===== src/sv/sidw_pkg.sv =====
// Shared types, constants and sequencer states of the socket weight core.
`default_nettype none
package sidw_pkg;
	localparam int MaxSockets = 16;
	localparam int SlotW = $clog2(MaxSockets);
	localparam int CountW = $clog2(MaxSockets + 1);
	localparam int DivW = 49;
	localparam int DivCntW = 6;

	typedef enum logic [1:0] {
		REG_ACTIVE_SOCKETS = 2'd0,
		REG_MIN_DISTANCE_SQ = 2'd1,
		REG_EQUAL_TOLERANCE = 2'd2,
		REG_ALIGN_COS_SQ = 2'd3
	} cfg_reg_t;

	localparam logic ACT_LOAD = 1'b0;
	localparam logic ACT_VERTEX = 1'b1;

	typedef struct packed {
		logic action;
		logic [3:0] socket_slot;
		logic signed [23:0] pos_x;
		logic signed [23:0] pos_z;
		logic signed [15:0] axis_x;
		logic signed [15:0] axis_z;
	} in_item_t;

	typedef struct packed {
		logic [3:0] weight_socket;
		logic [16:0] weight;
		logic is_main;
		logic last;
	} out_item_t;

	typedef struct packed {
		logic start;
		logic [DivCntW-1:0] count;
		logic [DivW-1:0] rem_init;
		logic [DivW-1:0] low_init;
		logic [DivW-1:0] divisor;
	} div_req_t;

	typedef struct packed {
		logic done;
		logic [DivW-1:0] quotient;
	} div_rsp_t;

	typedef enum logic [4:0] {
		S_IDLE, S_DIFF, S_M0, S_M1, S_M2, S_M3, S_M4, S_M5, S_M6, S_M7, S_M8,
		S_M9, S_M10, S_CMP, S_DIV1, S_W, S_DIV2, S_OUT
	} state_t;
endpackage
`default_nettype wire


===== src/sv/sidw_div.sv =====
// Restoring divider that produces one quotient bit per cycle.
`default_nettype none
module sidw_div (
	input wire logic clk,
	input wire logic arst_n,
	input wire sidw_pkg::div_req_t req,
	output sidw_pkg::div_rsp_t rsp
);
	import sidw_pkg::*;

	logic busy_q;
	logic done_q;
	logic [DivCntW-1:0] cnt_q;
	logic [DivW-1:0] rem_q;
	logic [DivW-1:0] low_q;
	logic [DivW-1:0] quo_q;
	logic [DivW-1:0] div_q;
	logic [DivW:0] trial;
	logic fits;

	assign trial = {rem_q, low_q[DivW-1]};
	assign fits = trial >= {1'b0, div_q};

	always_ff @(posedge clk or negedge arst_n) begin
		if (!arst_n) begin
			busy_q <= 1'b0;
			done_q <= 1'b0;
			cnt_q <= '0;
		end else if (req.start) begin
			busy_q <= 1'b1;
			done_q <= 1'b0;
			cnt_q <= req.count;
		end else if (busy_q) begin
			cnt_q <= cnt_q - 1'b1;
			if (cnt_q == DivCntW'(1)) begin
				busy_q <= 1'b0;
				done_q <= 1'b1;
			end
		end else begin
			done_q <= 1'b0;
		end
	end

	always_ff @(posedge clk) begin
		if (req.start) begin
			rem_q <= req.rem_init;
			low_q <= req.low_init;
			div_q <= req.divisor;
			quo_q <= '0;
		end else if (busy_q) begin
			low_q <= {low_q[DivW-2:0], 1'b0};
			if (fits) begin
				rem_q <= DivW'(trial - {1'b0, div_q});
				quo_q <= {quo_q[DivW-2:0], 1'b1};
			end else begin
				rem_q <= trial[DivW-1:0];
				quo_q <= {quo_q[DivW-2:0], 1'b0};
			end
		end
	end

	assign rsp.done = done_q;
	assign rsp.quotient = quo_q;
endmodule
`default_nettype wire


===== config.mk =====
export PLATFORM = sky130hd
export DESIGN_NAME = sidw_div
export DESIGN_NICKNAME = d
export VERILOG_FILES = /design/src/sv/sidw_pkg.sv /design/src/sv/sidw_div.sv
export SDC_FILE = /design/constraint.sdc
export NUM_CORES = 1
export LEC_CHECK = 0
export BUFFER_PORTS_ARGS = -buffer_cell sky130_fd_sc_hd__buf_2
export CAP_MARGIN = 25
export CORE_MARGIN = 5
export CORE_UTILIZATION = 35
export DETAILED_ROUTE_END_ITERATION = 8
export GPL_TIMING_DRIVEN = 0
export PLACE_DENSITY = 0.51
export SLEW_MARGIN = 20
export SYNTH_ARGS = -nofsm -noshare
export SYNTH_HDL_FRONTEND = slang
export SYNTH_SLANG_ARGS = --single-unit

===== constraint.sdc =====
create_clock -name clk -period 4.4 [get_ports clk]
set_input_delay 0.66 -clock clk [delete_from_list [all_inputs] [get_ports clk]]
set_output_delay 0.66 -clock clk [all_outputs]
set_load 0.02 [all_outputs]

== Word-level counts from Yosys, hierarchy flattened ==
Index checks and enable logic that the tools add are counted.
Storage, ports and cells
  bits in registers: 204
  input bits: 156
  output and inout bits: 50
  word-level logic and storage cells: 27
Operators by class
  add/subtract/negate cells: 2
  order comparisons: 1
  eq/ne operators: 2
  muxes and demuxes: 14
  reduce and logical (&&, ||, !) cells: 1
Operators by type and width (number)
  2-to-1 mux 49 bit: 5
  >= comparator 50 x 49 -> 1 bit: 1
  subtractor 49 bit: 1
  2-to-1 mux 6 bit: 2
  2-to-1 mux 1 bit: 7
  == test 6 x 1 -> 1 bit (second input constant): 1
  subtractor 6 x 1 -> 6 bit (second input constant): 1
  != test 3 x 2 -> 1 bit (second input constant): 1
  nonzero test 2 bit: 1

== Logic depth before layout (Yosys ltp) ==
  depth after elaboration: 4
  depth in mapped cells: 15
  mapped depth without buffers: 13

== Worst setup path after synthesis ==
Ideal clock, no wire load.
  kind: reg2reg
  start point: reg rem_q[32]
  end point: reg rem_q[39], data pin
  arrival: 3.053 ns
  path slack: 1.087 ns
  stages on the path, launching flop included: 12
  path buffers: 2
  clock period less this slack: 3.313 ns
  path through: edfxtp_1 > ha_1 > clkbuf_1 > nand2_1 > or4_1 > nor4_2 > a31o_2 > a21oi_2 > o31ai_4 > buf_4 > mux2_2 > mux2_2
Between the ends
  word-level cells in the longest chain between the ends: 4
  elaborated cells between the ends (all ways): 5
RTL lines
  from (decl): RTL line sidw_div.sv:14  | logic [DivW-1:0] rem_q;
  from (signal assigned): RTL line sidw_div.sv:46  | rem_q <= req.rem_init;
  from (signal assigned): RTL line sidw_div.sv:53  | rem_q <= DivW'(trial - {1'b0, div_q});
  from (signal assigned): RTL line sidw_div.sv:56  | rem_q <= trial[DivW-1:0];
  subtractor 49 bit or >= comparator 50 x 49 -> 1 bit (tied branches): RTL line sidw_div.sv:53, sidw_div.sv:22
  2-to-1 mux 49 bit (*): RTL line sidw_div.sv:52  | if (fits) begin
  2-to-1 mux 49 bit (*): RTL line sidw_div.sv:50  | end else if (busy_q) begin
  2-to-1 mux 49 bit (*): RTL line sidw_div.sv:45  | if (req.start) begin
Every way passes the cells marked *; elsewhere a longest branch is shown, timed or not. The select of a mux whose other input is x is not followed.
A chain may end at the register's enable or synchronous reset.

== Worst setup path after layout ==
  start point: reg low_q[48]
  end point: reg rem_q[26], data pin
Between the ends
  word-level cells in the longest chain between the ends: 4
  elaborated cells between the ends (all ways): 5
RTL lines
  from (decl): RTL line sidw_div.sv:15  | logic [DivW-1:0] low_q;
  from (signal assigned): RTL line sidw_div.sv:47  | low_q <= req.low_init;
  from (signal assigned): RTL line sidw_div.sv:51  | low_q <= {low_q[DivW-2:0], 1'b0};
  subtractor 49 bit or >= comparator 50 x 49 -> 1 bit (tied branches): RTL line sidw_div.sv:53, sidw_div.sv:22
  2-to-1 mux 49 bit (*): RTL line sidw_div.sv:52
  2-to-1 mux 49 bit (*): RTL line sidw_div.sv:50
  2-to-1 mux 49 bit (*): RTL line sidw_div.sv:45
Marks and branches as above.

==> reports/qor.yml <==
synth:
  yosys.cell_types.count: 67
  synth_fp_nets: 1218
  yosysWarningCount: 0
  synth_edf_count: 147
  synthFlopType: "edfxtp_1"
  synthTopCellsByCount: "edfxtp_1, nor2_1, mux2_2"
  syn_avg_cell_area_um2: 11.1
  async_reset_ff_frac: 0.0392
  syn_area_um2: 11300
  yosysTopAreaCell: "edfxtp_1"
  netlist_top_cells_area: "edfxtp_1, dfxtp_1, mux2_2"
  synthCells: 1010
  ys_seq_area_frac: 0.497
  ys_ff_latch: 204
  yosysTopAreaCellShare: 0.392
  synth_most_common_cell: "edfxtp_1"
sta:
  hold_viol_final: 0
  rsz0062_at_grt: "false"
  fmax_ghz: 0.252
  slew_violations: 0
  tightest_slew_ps: 904
  fin_ws_ps: 429
  skew_ps: 15.4
  slew_headroom: 0.398
  fin_crit_ps: 3970
  fin_crit_sh: 0.902
  setup_viol: 0
  fin_hold_ws_ps: 290
place:
  place_area_um2: 12800
  dp_hpwl_mm: 22.6
  pre_cts_ws_ps: 434
  portBuffers: 205
  gp_congestion: 0.839
clocking:
  clock_latency_ps: 540
  clock_path_buffers: 3
  cts_buffers: 25
  cts_tree: "yes"
  h-tree-depth: 1
  cts_sinks: 204
  clk_pin_slew_ps: 60
  cts_root_buffer: "clkbuf_16"
global_route:
  grt_max_degree: 51
  grtUsageTotal: 0.166
  grt_pass1_vias: 8597
  grt_pass1_wl_mm: 47.7
  gr-total-overflow: 0
  antenna_found_initial: 13
power_and_ir_drop:
  vdd_ir_drop_max_uv: 308
  power_density_nw_per_um2: 623
  p_leak_nw: 6.13
  power.total_mw: 8.51
drt:
  drt-total-wl_mm: 30.7
  vias: 8372
  wire_per_inst_um: 18.4
  drt_iter0_markers: 476
  drc: 0
  dr.pass1.iters: 4
  detail-route-antenna-nets: 0
  viasPerCell: 5.02
floorplanning:
  die_w_um: 189
  start_util: 0.356
  rows: 65
  die_h_um: 189
  io_pins: 206
  dieArea_um2: 35900
  coreArea_um2: 31600
setup_path:
  critPathArrivalTime_ps: 4260
  start_kind: "flop"
  required_ps: 4690
  endpoint_kind: "flop"
  worst-path-max-fanout: 4
  criticalPathCategory: "reg -> reg"
worst_hold_path:
  min_path_type: "in -> reg"
cells_and_area:
  nets: 1453
  drive_above_1_share: 0.271
  final_area_um2: 13600
  area_growth_pct: 21.2
  fin_util: 0.431
  n_fill_cell: 3136
run_status:
  status: "finished, final reports clean"
job:
  cap_violations: 0
[registers in the layout, summed over array words and instances (netlist names)]
signal / count
quo_q: 49
div_q: 49
cnt_q: 6
done_q: 1
rem_q: 49
busy_q: 1
low_q: 49
[final timing paths]
| check | start | endpoint | slack [ps] | depth (start not counted) |
|---|---|---|---|---|
| max | low_q[48] | rem_q[26] | 430 | 13 |
| min | req[21] | div_q[21] | 290 | 1 |
| max reg2reg | low_q[48] | rem_q[26] | 430 | 13 |
| min reg2reg | quo_q[0] | quo_q[0] | 500 | 2 |
| max in group asynchronous | arst_n | busy_q | 3720 | 2 |
| min in group asynchronous | arst_n | cnt_q[3] | 490 | 2 |
[cell families after synthesis]
kind of cell | synth area share
AO/OA/AOI/OAI | 0.120
XOR/XNOR | 0.0373
adder cells (fa/ha/maj) | 0.0585
buffers and inverters | 0.0397
flip-flops | 0.497
multiplexers | 0.150
AND/OR/NAND/NOR | 0.0981
[what timing repair did]
action	CTS	global route
hold buffers	1	0
endpoints found under the setup margin	0	0
hold endpoints to repair	8	0
gates resized for setup	0	0
buffers inserted	0	0
[layer usage]
| layer | GRT usage | wire, µm | vias up |
|---|---|---|---|
| li1 | - | - | 4171 |
| met2 | 0.270 | 13900 | 209 |
| met4 | 0.0356 | 683 | 24 |
| met3 | 0.0537 | 2220 | 61 |
| met5 | 0 | 145 | - |
| met1 | 0.218 | 13700 | 3907 |
[stage by stage]
stage / cells / TNS (ps)
after floorplan: 1010 / 0
after global placement: 1617 / -82620
after detailed placement: 1619 / 0
after CTS: 1666 / 0
after global routing: 1666 / 0
final: 1669 / 0
[cells in the final DEF, fill, tap and decap left out, types with 49 or more instances in the layout]
cell | Yosys | final
inv_1 | 59 | 59
dfxtp_1 | 49 | 49
nand2_1 | 59 | 59
a21oi_1 | 74 | 74
buf_2 | 3 | 207
mux2_2 | 76 | 76
mux2i_1 | 56 | 56
ha_1 | 51 | 51
nor2_1 | 80 | 80
edfxtp_1 | 147 | 147
[layout make-up]
class | count | area [µm²] | area share
well taps | 402 | 503 | 0.0369
clock buffers | 38 | 733 | 0.0537
clock inverters | 8 | 58.8 | 0.00431
multi-input cells | 697 | 5220 | 0.382
diodes | 3 | 7.51 | 0.000550
flip-flops and latches | 204 | 5600 | 0.410
repair buffers | 208 | 1090 | 0.0796
inverters | 59 | 221 | 0.0162
plain buffers | 50 | 225 | 0.0165
[power by group]
part | internal [mW] | leakage (nW) | switching [mW]
registers | 2.52 | 2.01 | 0.174
logic | 1.68 | 3.72 | 2.14
clock network | 1.16 | 0.397 | 0.833
[worst max-delay path: stages, from the launching register on]
cell,delay [ps]
edfxtp_1,350
inv_1,80
ha_1,170
inv_1,50
fa_1,410
a21oi_1,290
o21ai_1,120
a31oi_1,350
o21ai_0,350
a21oi_1,530
o21ai_0,260
xor2_1,190
mux2_1,300
mux2_2,260
Power figures use the tool's default switching activity.
